**src/rtl/core/plp_pkg.sv**
```systemverilog
`default_nettype none

package plp_pkg;

    // Width of the tested value, fixed by the stream format.
    localparam int VALUE_WIDTH = 32;

    // Default stream length before the position counter wraps.
    localparam int DEF_ARRAY_DEPTH = 1024;

    // Emitted position field width.
    localparam int POS_W = 10;

    // Packed stream widths.
    localparam int IN_TDATA_W  = VALUE_WIDTH;
    localparam int OUT_TDATA_W = ((POS_W + 7) / 8) * 8;

    // Trial divisors never exceed the square root of the largest value.
    localparam int DIV_W = VALUE_WIDTH / 2 + 1;
    localparam int SQ_W  = 2 * DIV_W;

    // Remainder unit retires this many dividend bits per cycle.
    localparam int BITS_PER_CYCLE = 4;
    localparam int MOD_STEPS      = VALUE_WIDTH / BITS_PER_CYCLE;
    localparam int STEP_CNT_W     = (MOD_STEPS > 1) ? $clog2(MOD_STEPS) : 1;

    // First odd trial divisor.
    localparam int FIRST_DIV = 3;

    // Queue between the front and back parts.
    localparam int QUEUE_DEPTH = 2;
    localparam int QPTR_W      = $clog2(QUEUE_DEPTH);
    localparam int QCNT_W      = $clog2(QUEUE_DEPTH + 1);

    // How the front part sorted a value.
    typedef enum logic [1:0] {
        K_NOT_PRIME,
        K_PRIME,
        K_TRIAL
    } t_kind;

    // One classified request, passed from front to back.
    typedef struct packed {
        logic [VALUE_WIDTH-1:0] value;
        t_kind                  kind;
        logic [POS_W-1:0]       pos;
        logic                   last;
    } t_job;

    // Back part sequencer.
    typedef enum logic [1:0] {
        B_IDLE,
        B_CHECK,
        B_MOD,
        B_DONE
    } t_bstate;

endpackage

`default_nettype wire

```
**src/rtl/core/plp_front.sv**
```systemverilog
`default_nettype none

module plp_front
    import plp_pkg::*;
#(
    parameter int ARRAY_DEPTH = DEF_ARRAY_DEPTH
) (
    input  wire logic                  i_clk,
    input  wire logic                  i_rst_n,
    input  wire logic                  s_axis_tvalid,
    output logic                       s_axis_tready,
    input  wire logic [IN_TDATA_W-1:0] s_axis_tdata,
    input  wire logic                  s_axis_tlast,
    input  wire logic                  i_q_full,
    output logic                       o_push,
    output t_job                       o_job
);

    localparam int IDX_W = $clog2(ARRAY_DEPTH);
    localparam logic [IDX_W-1:0] IDX_MAX = IDX_W'(ARRAY_DEPTH - 1);

    logic [IDX_W-1:0]       r_idx;
    logic [IDX_W-1:0]       n_idx;
    logic [VALUE_WIDTH-1:0] v;
    t_kind                  kind;

    assign s_axis_tready = !i_q_full;
    assign o_push        = s_axis_tvalid && !i_q_full;
    assign v             = s_axis_tdata[VALUE_WIDTH-1:0];

    // Negative values, zero, one and even values other than two are settled
    // here; odd values of three and up go to the trial divider.
    always_comb begin
        if (v[VALUE_WIDTH-1]) begin
            kind = K_NOT_PRIME;
        end else if (v == VALUE_WIDTH'(2)) begin
            kind = K_PRIME;
        end else if (!v[0] || v == VALUE_WIDTH'(1)) begin
            kind = K_NOT_PRIME;
        end else begin
            kind = K_TRIAL;
        end
    end

    assign o_job.value = v;
    assign o_job.kind  = kind;
    assign o_job.pos   = POS_W'(r_idx);
    assign o_job.last  = s_axis_tlast;

    always_comb begin
        if (s_axis_tlast || r_idx == IDX_MAX) begin
            n_idx = '0;
        end else begin
            n_idx = r_idx + IDX_W'(1);
        end
    end

    always_ff @(posedge i_clk) begin
        if (!i_rst_n) begin
            r_idx <= '0;
        end else if (o_push) begin
            r_idx <= n_idx;
        end
    end

endmodule

`default_nettype wire

```
**src/rtl/core/plp_queue.sv**
```systemverilog
`default_nettype none

module plp_queue
    import plp_pkg::*;
(
    input  wire logic i_clk,
    input  wire logic i_rst_n,
    input  wire logic i_push,
    input  t_job      i_job,
    output logic      o_full,
    output logic      o_valid,
    input  wire logic i_pop,
    output t_job      o_job
);

    t_job              r_mem [QUEUE_DEPTH];
    logic [QPTR_W-1:0] r_wr;
    logic [QPTR_W-1:0] r_rd;
    logic [QCNT_W-1:0] r_cnt;
    logic              do_push;
    logic              do_pop;

    assign o_full  = r_cnt == QCNT_W'(QUEUE_DEPTH);
    assign o_valid = r_cnt != '0;
    assign o_job   = r_mem[r_rd];
    assign do_push = i_push && !o_full;
    assign do_pop  = i_pop && o_valid;

    always_ff @(posedge i_clk) begin
        if (do_push) begin
            r_mem[r_wr] <= i_job;
        end
    end

    always_ff @(posedge i_clk) begin
        if (!i_rst_n) begin
            r_wr  <= '0;
            r_rd  <= '0;
            r_cnt <= '0;
        end else begin
            if (do_push) begin
                r_wr <= (r_wr == QPTR_W'(QUEUE_DEPTH - 1)) ? '0 : r_wr + QPTR_W'(1);
            end
            if (do_pop) begin
                r_rd <= (r_rd == QPTR_W'(QUEUE_DEPTH - 1)) ? '0 : r_rd + QPTR_W'(1);
            end
            case ({do_push, do_pop})
                2'b10:   r_cnt <= r_cnt + QCNT_W'(1);
                2'b01:   r_cnt <= r_cnt - QCNT_W'(1);
                default: r_cnt <= r_cnt;
            endcase
        end
    end

endmodule

`default_nettype wire

```
**src/rtl/core/plp_back.sv**
```systemverilog
`default_nettype none

module plp_back
    import plp_pkg::*;
(
    input  wire logic                   i_clk,
    input  wire logic                   i_rst_n,
    input  wire logic                   i_q_valid,
    input  t_job                        i_job,
    output logic                        o_pop,
    output logic                        m_axis_tvalid,
    input  wire logic                   m_axis_tready,
    output logic [OUT_TDATA_W-1:0]      m_axis_tdata,
    output logic                        m_axis_tuser
);

    t_bstate                r_state, n_state;
    logic [VALUE_WIDTH-1:0] r_n, n_n;
    logic [VALUE_WIDTH-1:0] r_nsh, n_nsh;
    logic [DIV_W-1:0]       r_d, n_d;
    logic [SQ_W-1:0]        r_sq, n_sq;
    logic [DIV_W-1:0]       r_rem, n_rem;
    logic [STEP_CNT_W-1:0]  r_cnt, n_cnt;
    logic [POS_W-1:0]       r_pos, n_pos;
    logic                   r_last, n_last;
    logic                   r_prime, n_prime;
    logic                   r_seen, n_seen;
    logic                   r_out_valid, n_out_valid;
    logic [POS_W-1:0]       r_out_pos, n_out_pos;
    logic                   r_out_none, n_out_none;

    logic [DIV_W-1:0]       rem_step;
    logic [DIV_W:0]         rem_wide;
    logic                   emit;
    logic                   out_free;

    // Four restoring remainder steps, one dividend bit each.
    always_comb begin
        rem_step = r_rem;
        rem_wide = '0;
        for (int k = 0; k < BITS_PER_CYCLE; k++) begin
            rem_wide = {rem_step, r_nsh[VALUE_WIDTH-1-k]};
            if (rem_wide >= {1'b0, r_d}) begin
                rem_wide = rem_wide - {1'b0, r_d};
            end
            rem_step = rem_wide[DIV_W-1:0];
        end
    end

    assign out_free = !r_out_valid || m_axis_tready;
    assign emit     = r_prime || (r_last && !r_seen);

    always_comb begin
        n_state     = r_state;
        n_n         = r_n;
        n_nsh       = r_nsh;
        n_d         = r_d;
        n_sq        = r_sq;
        n_rem       = r_rem;
        n_cnt       = r_cnt;
        n_pos       = r_pos;
        n_last      = r_last;
        n_prime     = r_prime;
        n_seen      = r_seen;
        n_out_valid = r_out_valid && !m_axis_tready;
        n_out_pos   = r_out_pos;
        n_out_none  = r_out_none;
        o_pop       = 1'b0;
        unique case (r_state)
            B_IDLE: begin
                if (i_q_valid) begin
                    o_pop   = 1'b1;
                    n_n     = i_job.value;
                    n_pos   = i_job.pos;
                    n_last  = i_job.last;
                    n_prime = i_job.kind == K_PRIME;
                    n_d     = DIV_W'(FIRST_DIV);
                    n_sq    = SQ_W'(FIRST_DIV * FIRST_DIV);
                    n_state = (i_job.kind == K_TRIAL) ? B_CHECK : B_DONE;
                end
            end
            B_CHECK: begin
                if (r_sq > SQ_W'(r_n)) begin
                    n_prime = 1'b1;
                    n_state = B_DONE;
                end else begin
                    n_rem   = '0;
                    n_nsh   = r_n;
                    n_cnt   = '0;
                    n_state = B_MOD;
                end
            end
            B_MOD: begin
                n_rem = rem_step;
                n_nsh = r_nsh << BITS_PER_CYCLE;
                n_cnt = r_cnt + STEP_CNT_W'(1);
                if (r_cnt == STEP_CNT_W'(MOD_STEPS - 1)) begin
                    if (rem_step == '0) begin
                        n_prime = 1'b0;
                        n_state = B_DONE;
                    end else begin
                        // (d + 2)^2 = d^2 + 4d + 4
                        n_sq    = r_sq + (SQ_W'(r_d) << 2) + SQ_W'(4);
                        n_d     = r_d + DIV_W'(2);
                        n_state = B_CHECK;
                    end
                end
            end
            B_DONE: begin
                if (out_free) begin
                    if (emit) begin
                        n_out_valid = 1'b1;
                        n_out_pos   = r_prime ? r_pos : '0;
                        n_out_none  = !r_prime;
                    end
                    n_seen  = r_last ? 1'b0 : (r_seen || r_prime);
                    n_state = B_IDLE;
                end
            end
            default: begin
                n_state = B_IDLE;
            end
        endcase
    end

    always_ff @(posedge i_clk) begin
        if (!i_rst_n) begin
            r_state     <= B_IDLE;
            r_seen      <= 1'b0;
            r_out_valid <= 1'b0;
        end else begin
            r_state     <= n_state;
            r_seen      <= n_seen;
            r_out_valid <= n_out_valid;
        end
    end

    always_ff @(posedge i_clk) begin
        r_n        <= n_n;
        r_nsh      <= n_nsh;
        r_d        <= n_d;
        r_sq       <= n_sq;
        r_rem      <= n_rem;
        r_cnt      <= n_cnt;
        r_pos      <= n_pos;
        r_last     <= n_last;
        r_prime    <= n_prime;
        r_out_pos  <= n_out_pos;
        r_out_none <= n_out_none;
    end

    assign m_axis_tvalid = r_out_valid;
    assign m_axis_tdata  = OUT_TDATA_W'(r_out_pos);
    assign m_axis_tuser  = r_out_none;

endmodule

`default_nettype wire

```
**src/rtl/core/prime_position_lister.sv**
```systemverilog
`default_nettype none
// A value that needs no trial division passes the queue, the back part's job registers and the output register.
// New requests enter the queue while the back part works on an earlier one, until the queue is full.
// An odd value of three or more adds a bound check and eight four-bit remainder steps per odd
// divisor tried, plus one closing bound check when none divides it. The divisor loop sets the rate.
// Reset: i_rst_n is synchronous and active low; it clears the position counter, the found flag,
// the queue and the output valid flag.

module prime_position_lister
    import plp_pkg::*;
#(
    parameter int ARRAY_DEPTH = DEF_ARRAY_DEPTH
) (
    input  wire logic                   i_clk,
    input  wire logic                   i_rst_n,
    input  wire logic                   s_axis_tvalid,
    output logic                        s_axis_tready,
    // tdata: [31:0] value (two's complement)
    input  wire logic [IN_TDATA_W-1:0]  s_axis_tdata,
    // tlast: last_item, marks the final element of a stream
    input  wire logic                   s_axis_tlast,
    output logic                        m_axis_tvalid,
    input  wire logic                   m_axis_tready,
    // tdata: [9:0] position, [15:10] zero
    output logic [OUT_TDATA_W-1:0]      m_axis_tdata,
    // tuser: [0] none_found
    output logic                        m_axis_tuser
);

    // The front part numbers each request within its stream and sorts out
    // the values whose primality is obvious. Its output lands in a short
    // queue, so new requests keep arriving while the back part grinds
    // through trial division of an earlier one.
    logic q_full;
    logic push;
    t_job push_job;
    logic q_valid;
    logic pop;
    t_job pop_job;

    plp_front #(
        .ARRAY_DEPTH (ARRAY_DEPTH)
    ) u_front (
        .i_clk         (i_clk),
        .i_rst_n       (i_rst_n),
        .s_axis_tvalid (s_axis_tvalid),
        .s_axis_tready (s_axis_tready),
        .s_axis_tdata  (s_axis_tdata),
        .s_axis_tlast  (s_axis_tlast),
        .i_q_full      (q_full),
        .o_push        (push),
        .o_job         (push_job)
    );

    plp_queue u_queue (
        .i_clk   (i_clk),
        .i_rst_n (i_rst_n),
        .i_push  (push),
        .i_job   (push_job),
        .o_full  (q_full),
        .o_valid (q_valid),
        .i_pop   (pop),
        .o_job   (pop_job)
    );

    // The back part tries odd divisors from three upward while the divisor
    // squared stays at or below the value, keeps the found flag of the
    // current stream, and posts either a prime's position or, at the end of
    // a stream with no prime, a none-found result into the output register.
    plp_back u_back (
        .i_clk         (i_clk),
        .i_rst_n       (i_rst_n),
        .i_q_valid     (q_valid),
        .i_job         (pop_job),
        .o_pop         (pop),
        .m_axis_tvalid (m_axis_tvalid),
        .m_axis_tready (m_axis_tready),
        .m_axis_tdata  (m_axis_tdata),
        .m_axis_tuser  (m_axis_tuser)
    );

endmodule

`default_nettype wire
```
**config.mk**
```make
export PLATFORM = sky130hd
export DESIGN_NAME = prime_position_lister
export DESIGN_NICKNAME = d
export VERILOG_FILES = /design/src/rtl/core/plp_pkg.sv /design/src/rtl/core/plp_front.sv /design/src/rtl/core/plp_queue.sv /design/src/rtl/core/plp_back.sv /design/src/rtl/core/prime_position_lister.sv
export SDC_FILE = /design/constraint.sdc
export NUM_CORES = 1
export LEC_CHECK = 0
export ABC_CLOCK_PERIOD_IN_PS = 20600
export BUFFER_PORTS_ARGS = -buffer_cell sky130_fd_sc_hd__buf_4
export CAP_MARGIN = 20
export CORE_MARGIN = 4
export CORE_UTILIZATION = 30
export CTS_CLUSTER_DIAMETER = 40
export CTS_CLUSTER_SIZE = 28
export DETAILED_ROUTE_END_ITERATION = 8
export SETUP_SLACK_MARGIN = 0.05
export SYNTH_ARGS = -nofsm -noshare
export SYNTH_HDL_FRONTEND = slang
export SYNTH_HIERARCHICAL = 1
export SYNTH_SLANG_ARGS = --single-unit
```
**constraint.sdc**
```tcl
create_clock -name i_clk -period 20.6 [get_ports i_clk]
set_input_delay 3.09 -clock i_clk [delete_from_list [all_inputs] [get_ports i_clk]]
set_output_delay 3.09 -clock i_clk [all_outputs]
set_load 0.05 [all_outputs]
```
# After elaboration in Yosys (flattened, before gate mapping)
# Memory sizes are Yosys's and may differ from the RTL's. A register that Yosys moved wholly into a read port is not among the register bits.
# Index checks and enable logic that the tools add are counted.
totals:
  ram_bits: 90
  mem_count: 1
  out_inout_bits: 19
  elab_cells: 133
  inputBits: 37
  register_bits: 176
op_classes:
  n_lt_le_gt_ge: 5
  n_reduce_logical: 30
  n_mux: 47
  addsub: 13
  eq_ne: 19
mem_list:
  columns: ["name", "words", "width", "read_ports", "rd_clocked_by_memory_dff", "wr", "line", "text"]
  rows:
  - ["u_queue.r_mem", 2, 45, 1, 1, 1, "plp_queue.sv:16", "t_job r_mem [QUEUE_DEPTH];"]
ops:
  columns: ["operator", "count"]
  rows:
  - ["$mux W17", 8]
  - ["$mux W34", 3]
  - ["$ge A18 B17 Y1", 4]
  - ["$pmux W17 S2", 2]
  - ["$pmux W34 S2", 1]
  - ["$sub A17 B17 Y17", 4]
  - ["$pmux W32 S2", 1]
  - ["$add A34 B19 Y34", 1]
  - ["$add A34 B3 Y34 const B", 1]
  - ["$gt A34 B32 Y1", 1]
  - ["$eq A32 B1 Y1 const B", 1]
  - ["$eq A32 B2 Y1 const B", 1]
  - ["$mux W32", 1]
  - ["$add A17 B2 Y17 const B", 1]
  - ["$logic_not A17 Y1", 1]
  - ["$mux W1", 17]
  - ["$mux W2", 8]
  - ["$add A10 B1 Y10 const B", 1]
  - ["$eq A10 B10 Y1 const B", 1]
  - ["$eq A2 B2 Y1 const B", 5]
  - ["$mux W10", 1]
  - ["$ne A2 B1 Y1 const B", 4]
  - ["$pmux W2 S4", 1]
  - ["$reduce_bool A2 Y1", 4]
  - ["other kinds (20)", 41]

# Longest topological paths before layout
depth:
  ltp_word: 12
  depth_mapped: 48
  depth_no_buf: 40

# Modules after synthesis
# Netlist, hierarchy kept.
modules_own_cells:
  columns: ["module", "seq_area_each_um2", "n_inst", "cells_each", "area_per_inst_um2"]
  rows:
  - ["plp_back", 4704.5, 1, 1348, 12508.2]
  - ["plp_queue", 2802.7, 1, 166, 3473.3]
  - ["plp_front", 200.2, 1, 98, 790.8]

# Least setup slack after synthesis
# OpenSTA, ideal clock, no wires.
synth_timing:
  path_kind: "flip-flop to flip-flop"
  from: "reg u_back.r_d[3]"
  to: "reg u_back.r_d[10], enable pin"
  stages_incl_launch_ff: 45
  slack_ps: 8647
  period_less_slack_ps: 11953
  arrival_time_ps: 11486
  required_ps: 20133
  setup_time_ps: 467
  n_path_buf: 7
  path_cell_list: "edfxtp_1 -> clkbuf_1 -> inv_1 -> ha_1 -> and3_1 -> and4b_1 -> a41o_1 -> or3_1 -> buf_2 -> clkbuf_1 -> a21oi_1 -> ha_1 -> a211oi_1 -> o21ai_0 -> a32oi_1 -> nand2_1 -> a211o_1 -> nor2_1 -> [... 9 more ...] -> o21ai_1 -> a21o_1 -> nor4_2 -> a21oi_1 -> xor2_1 -> fa_1 -> a21o_1 -> a21oi_1 -> o21ai_0 -> a21oi_1 -> o31ai_1 -> nand2_1 -> nand2_1 -> a211o_1 -> buf_6 -> nand4_1 -> nand3b_1 -> a21oi_1"
synth_between:
  elab_chain_len: 11
  word_cells_on_any_way: 15
  classes_between: "add/sub: 4; order compare: 4; eq/ne: 1; mux: 4; reduce/logical: 2"
synth_lines:
  columns: ["element", "line", "text"]
  rows:
  - ["start, declared", "plp_back.sv:20", "logic [DIV_W-1:0] r_d, n_d;"]
  - ["start signal, assigned", "plp_back.sv:141", "r_d <= n_d;"]
  - ["$sub A17 B17 Y17 / $ge A18 B17 Y1 (equally long branches)", "plp_back.sv:44, plp_back.sv:43", null]
  - ["$mux W17", "plp_back.sv:43", "if (rem_wide >= {1'b0, r_d}) begin"]
  - ["$sub A17 B17 Y17 / $ge A18 B17 Y1 (equally long branches)", "plp_back.sv:44, plp_back.sv:43", null]
  - ["$mux W17", "plp_back.sv:43", null]
  - ["$sub A17 B17 Y17 / $ge A18 B17 Y1 (equally long branches)", "plp_back.sv:44, plp_back.sv:43", null]
  - ["$mux W17", "plp_back.sv:43", null]
  - ["$sub A17 B17 Y17 / $ge A18 B17 Y1 (equally long branches)", "plp_back.sv:44, plp_back.sv:43", null]
  - ["$mux W17 *", "plp_back.sv:43", null]
  - ["$logic_not A17 Y1 *", "plp_back.sv:98", "if (rem_step == '0) begin"]
  - ["$ne A2 B2 Y1 (no source line) *", null, null]
  - ["$reduce_and A4 Y1 (no source line) *", null, null]
# Mark *: on every way between the ends. The rest lies on a longest branch, timed or not.
# A chain may end at the register's enable or synchronous reset.

# Worst setup path after layout
layout_timing:
  from: "reg u_back.r_d[9]"
  to: "reg u_back.r_sq[33], enable pin"
layout_between:
  elab_chain_len: 11
  word_cells_on_any_way: 15
  classes_between: "add/sub: 4; order compare: 4; eq/ne: 1; mux: 4; reduce/logical: 2"
layout_lines:
  columns: ["element", "line", "text"]
  rows:
  - ["$sub A17 B17 Y17 / $ge A18 B17 Y1 (equally long branches)", "plp_back.sv:44, plp_back.sv:43", null]
  - ["$mux W17", "plp_back.sv:43", null]
  - ["$sub A17 B17 Y17 / $ge A18 B17 Y1 (equally long branches)", "plp_back.sv:44, plp_back.sv:43", null]
  - ["$mux W17", "plp_back.sv:43", null]
  - ["$sub A17 B17 Y17 / $ge A18 B17 Y1 (equally long branches)", "plp_back.sv:44, plp_back.sv:43", null]
  - ["$mux W17", "plp_back.sv:43", null]
  - ["$sub A17 B17 Y17 / $ge A18 B17 Y1 (equally long branches)", "plp_back.sv:44, plp_back.sv:43", null]
  - ["$mux W17 *", "plp_back.sv:43", null]
  - ["$logic_not A17 Y1 *", "plp_back.sv:98", null]
  - ["$ne A2 B2 Y1 (no source line) *", null, null]
  - ["$reduce_and A4 Y1 (no source line) *", null, null]
  - ["end signal, assigned", "plp_back.sv:142", "r_sq <= n_sq;"]
  - ["end, declared", "plp_back.sv:21", "logic [SQ_W-1:0] r_sq, n_sq;"]
# Marked as above.

==> results_dict.tcl <==
set metrics [dict create \
    drive_above_1_share_pct 11.7 \
    path_clk_slew_ns 0.07 \
    cp_common_cell "nand2_1" \
    stdcell_area_mm2 0.0188 \
    worst_pin_slew_ns 1.07 \
    ioPinCount 56 \
    met3WireLength_mm 1.65 \
    layout_common_cells "244 x edfxtp_1, 145 x nand2_1, 137 x ha_1" \
    port_buffers 49 \
    grt_pass1_wl_mm 66.9 \
    dpl.hpwl_mm 32.1 \
    via_per_inst 5.07 \
    row_count 86 \
    route.detailed.drc 0 \
    cap_viol_max_count 0 \
    cts_tree "yes" \
    grt_util_all_layers_pct 13.9 \
    die_h_um 244 \
    fin_nets 1807 \
    synth.distinct_cells 86 \
    min_path_type "flop to flop" \
    synthesis.area_mm2 0.0168 \
    ant_nets 0 \
    layout_commonest_cell "edfxtp_1" \
    crit_type "flop to flop" \
    reg2regPathDepth 38 \
    async_reset_ff_share_pct 0 \
    synthCells 1612 \
    drt_first_pass_iters 5 \
    fillCellCount 5531 \
    slew_headroom_pct 28.2 \
    post_cts_buffers 0 \
    top_layer_used "met4" \
    placed_cell_area_mm2 0.0177 \
    synthToLayoutAreaGrowth_pct 12.0 \
    seqCellArea_mm2 0.00771 \
    initial_utilization_pct 30.4 \
    wire_per_inst_um 17.8 \
    fin_crit_ns 13.13 \
    grt-ovfl-total 0 \
    hold_viol 0 \
    grt_pass1_vias 11900 \
    status "finished clean" \
    synth-seq-cells 263 \
    cp_data_arrival_time_ns 13.35 \
    rr_endpoint "u_back/r_sq[33]" \
    via_count 12200 \
    htreeDepth 1 \
    startpoint_type "flop" \
    ctsResizeCount 0 \
    n_antenna_cell 0 \
    gp_congestion 0.923 \
    syn_avg_cell_area_um2 10.4 \
    min_to "u_back/r_seen" \
    setup_viol 0 \
    tns_ns 0 \
    cpPeakStageDelay_ns 0.83 \
    min-delay-start "u_back/r_seen" \
    antenna_found_initial 0 \
    routed_wl_mm 42.7 \
    synth-main-ff-cell "edfxtp_1" \
    finClkSkew_ns 0.0324 \
    cts_max_path_buffers 3 \
    met2_length_mm 20.1 \
    die-area_mm2 0.0598 \
    min_period_over_period_pct 63.7 \
    rsz0062_at_grt "false" \
    root_buffer "clkbuf_16" \
    ys_seq_area_share_pct 46.0 \
    die-width_um 244 \
    timing.fmax_ghz 0.0762 \
    clock_latency_ns 0.57 \
    reg2reg_slack_ns 7.47 \
    r2r_start "u_back/r_d[9]" \
    grt_max_degree 73 \
    coreArea_mm2 0.0552 \
    hold_buffers 0 \
    cp_slowest_cell "nor3_2" \
    cts_sinks 263 \
    cts_buffers 29 \
    multiInputGateArea_mm2 0.00825 \
    met1_length_mm 19.7 \
    synth_edf_count 244 \
    worst_ep_required_time_ns 20.83 \
    slew_violations 0 \
    drt_iter0_markers 872 \
    yosysWarnings 6 \
    crit_fanout 47 \
    cp-end-kind "flop" \
    whs_path_depth 2 \
]
[metal layers]
metal  GRT usage, %  vias to the layer above
met3           1.43                       61
met4           3.98                        0
met5              0                        -
met2           23.4                      287
li1               -                     5971
met1           19.1                     5840
[worst max-delay path by stage]
stage | slack (ns) | end | startpoint
after detailed placement | 7.44 | u_back/r_d[1] | u_back/r_d[7]
after global routing | 6.61 | u_back/r_sq[33] | u_back/r_d[11]
final | 7.47 | u_back/r_sq[33] | u_back/r_d[9]
after CTS | 7.33 | u_back/r_sq[24] | u_back/r_d[7]
after global placement | 7.77 | u_back/r_sq[4] | u_back/r_d[1]
after floorplan | 8.65 | u_back/r_d[10] | u_back/r_d[3]
[final cells by class]
cell class	count	share of cell area, %
sequential	263	41.0
clock buffer	34	4.12
timing repair buffer	60	2.53
inverter	101	2.02
multi-input combinational	1172	43.9
clock inverter	20	1.41
tap	748	4.98
[kinds of logic after synthesis]
logic type | count (synthesis) | share of synthesized area (%)
adder cells (fa/ha/maj) | 143 | 10.9
XOR/XNOR | 88 | 4.60
buffers and inverters | 182 | 5.09
AND/OR/NAND/NOR | 479 | 13.9
multiplexers | 70 | 4.57
flip-flops | 263 | 46.0
AO/OA/AOI/OAI | 386 | 15.0
other | 1 | 0.0224
[per-stage QoR]
step / hold slack (ns) / setup WS (ns) / instances / utilization (%)
floorplan: 0.427 / 8.65 / 1617 / -
CTS: 0.459 / 7.33 / 2395 / 33.9
global route: 0.504 / 6.61 / 2398 / 34.0
finish: 0.455 / 7.47 / 2398 / 34.0
global placement: 0.443 / 7.77 / 2341 / 32.1
detailed placement: 0.449 / 7.44 / 2341 / 32.1
[cells in the mapped netlist, types with 8 or more instances]
cell type / count / area [µm²]
clkbuf_1: 27 / 101
nand3_1: 38 / 190
a31oi_1: 9 / 56.3
edfxtp_1: 244 / 7330
nor3_1: 27 / 135
a211oi_1: 19 / 143
o211ai_1: 16 / 120
xor2_1: 24 / 210
and3_1: 18 / 113
nor2b_1: 16 / 100
and2_1: 26 / 163
nand2_1: 145 / 544
o21ai_0: 97 / 485
xnor2_1: 64 / 561
buf_2: 10 / 50.1
a211o_1: 11 / 96.3
o31ai_1: 8 / 60.1
a21o_1: 37 / 278
dfxtp_1: 19 / 380
a21oi_1: 100 / 500
inv_1: 99 / 372
mux2i_1: 18 / 180
nand4_1: 20 / 125
ha_1: 138 / 1730
mux2_2: 52 / 586
or3_1: 13 / 81.3
nor2_1: 123 / 462
buf_4: 40 / 300
o21a_1: 16 / 120
nor4_1: 16 / 100
nand2b_1: 9 / 56.3
[critical path: cells and delay by family (launching register included)]
family                   cells  cell delay [ns]
AO/OA/AOI/OAI               18             5.16
XOR/XNOR                     2             0.56
adder cells (fa/ha/maj)      4             1.74
buffers and inverters        2             0.76
flip-flops                   1             0.44
multiplexers                 1             0.53
AND/OR/NAND/NOR             11             3.52
[registers in the layout, indices dropped and copies added, names as in the netlist, 10 cells and up, named ones only]
register and count:
u_front/r_idx 10, u_back/r_pos 10, u_back/r_rem 17, u_back/r_sq 31
u_back/r_d 16, u_back/r_n 32, u_back/r_out_pos 10, u_queue/r_mem 90
u_back/r_nsh 32
Power is not shown: default switching activity piles up to over one toggle a cycle in this logic, so the estimate is an artifact.
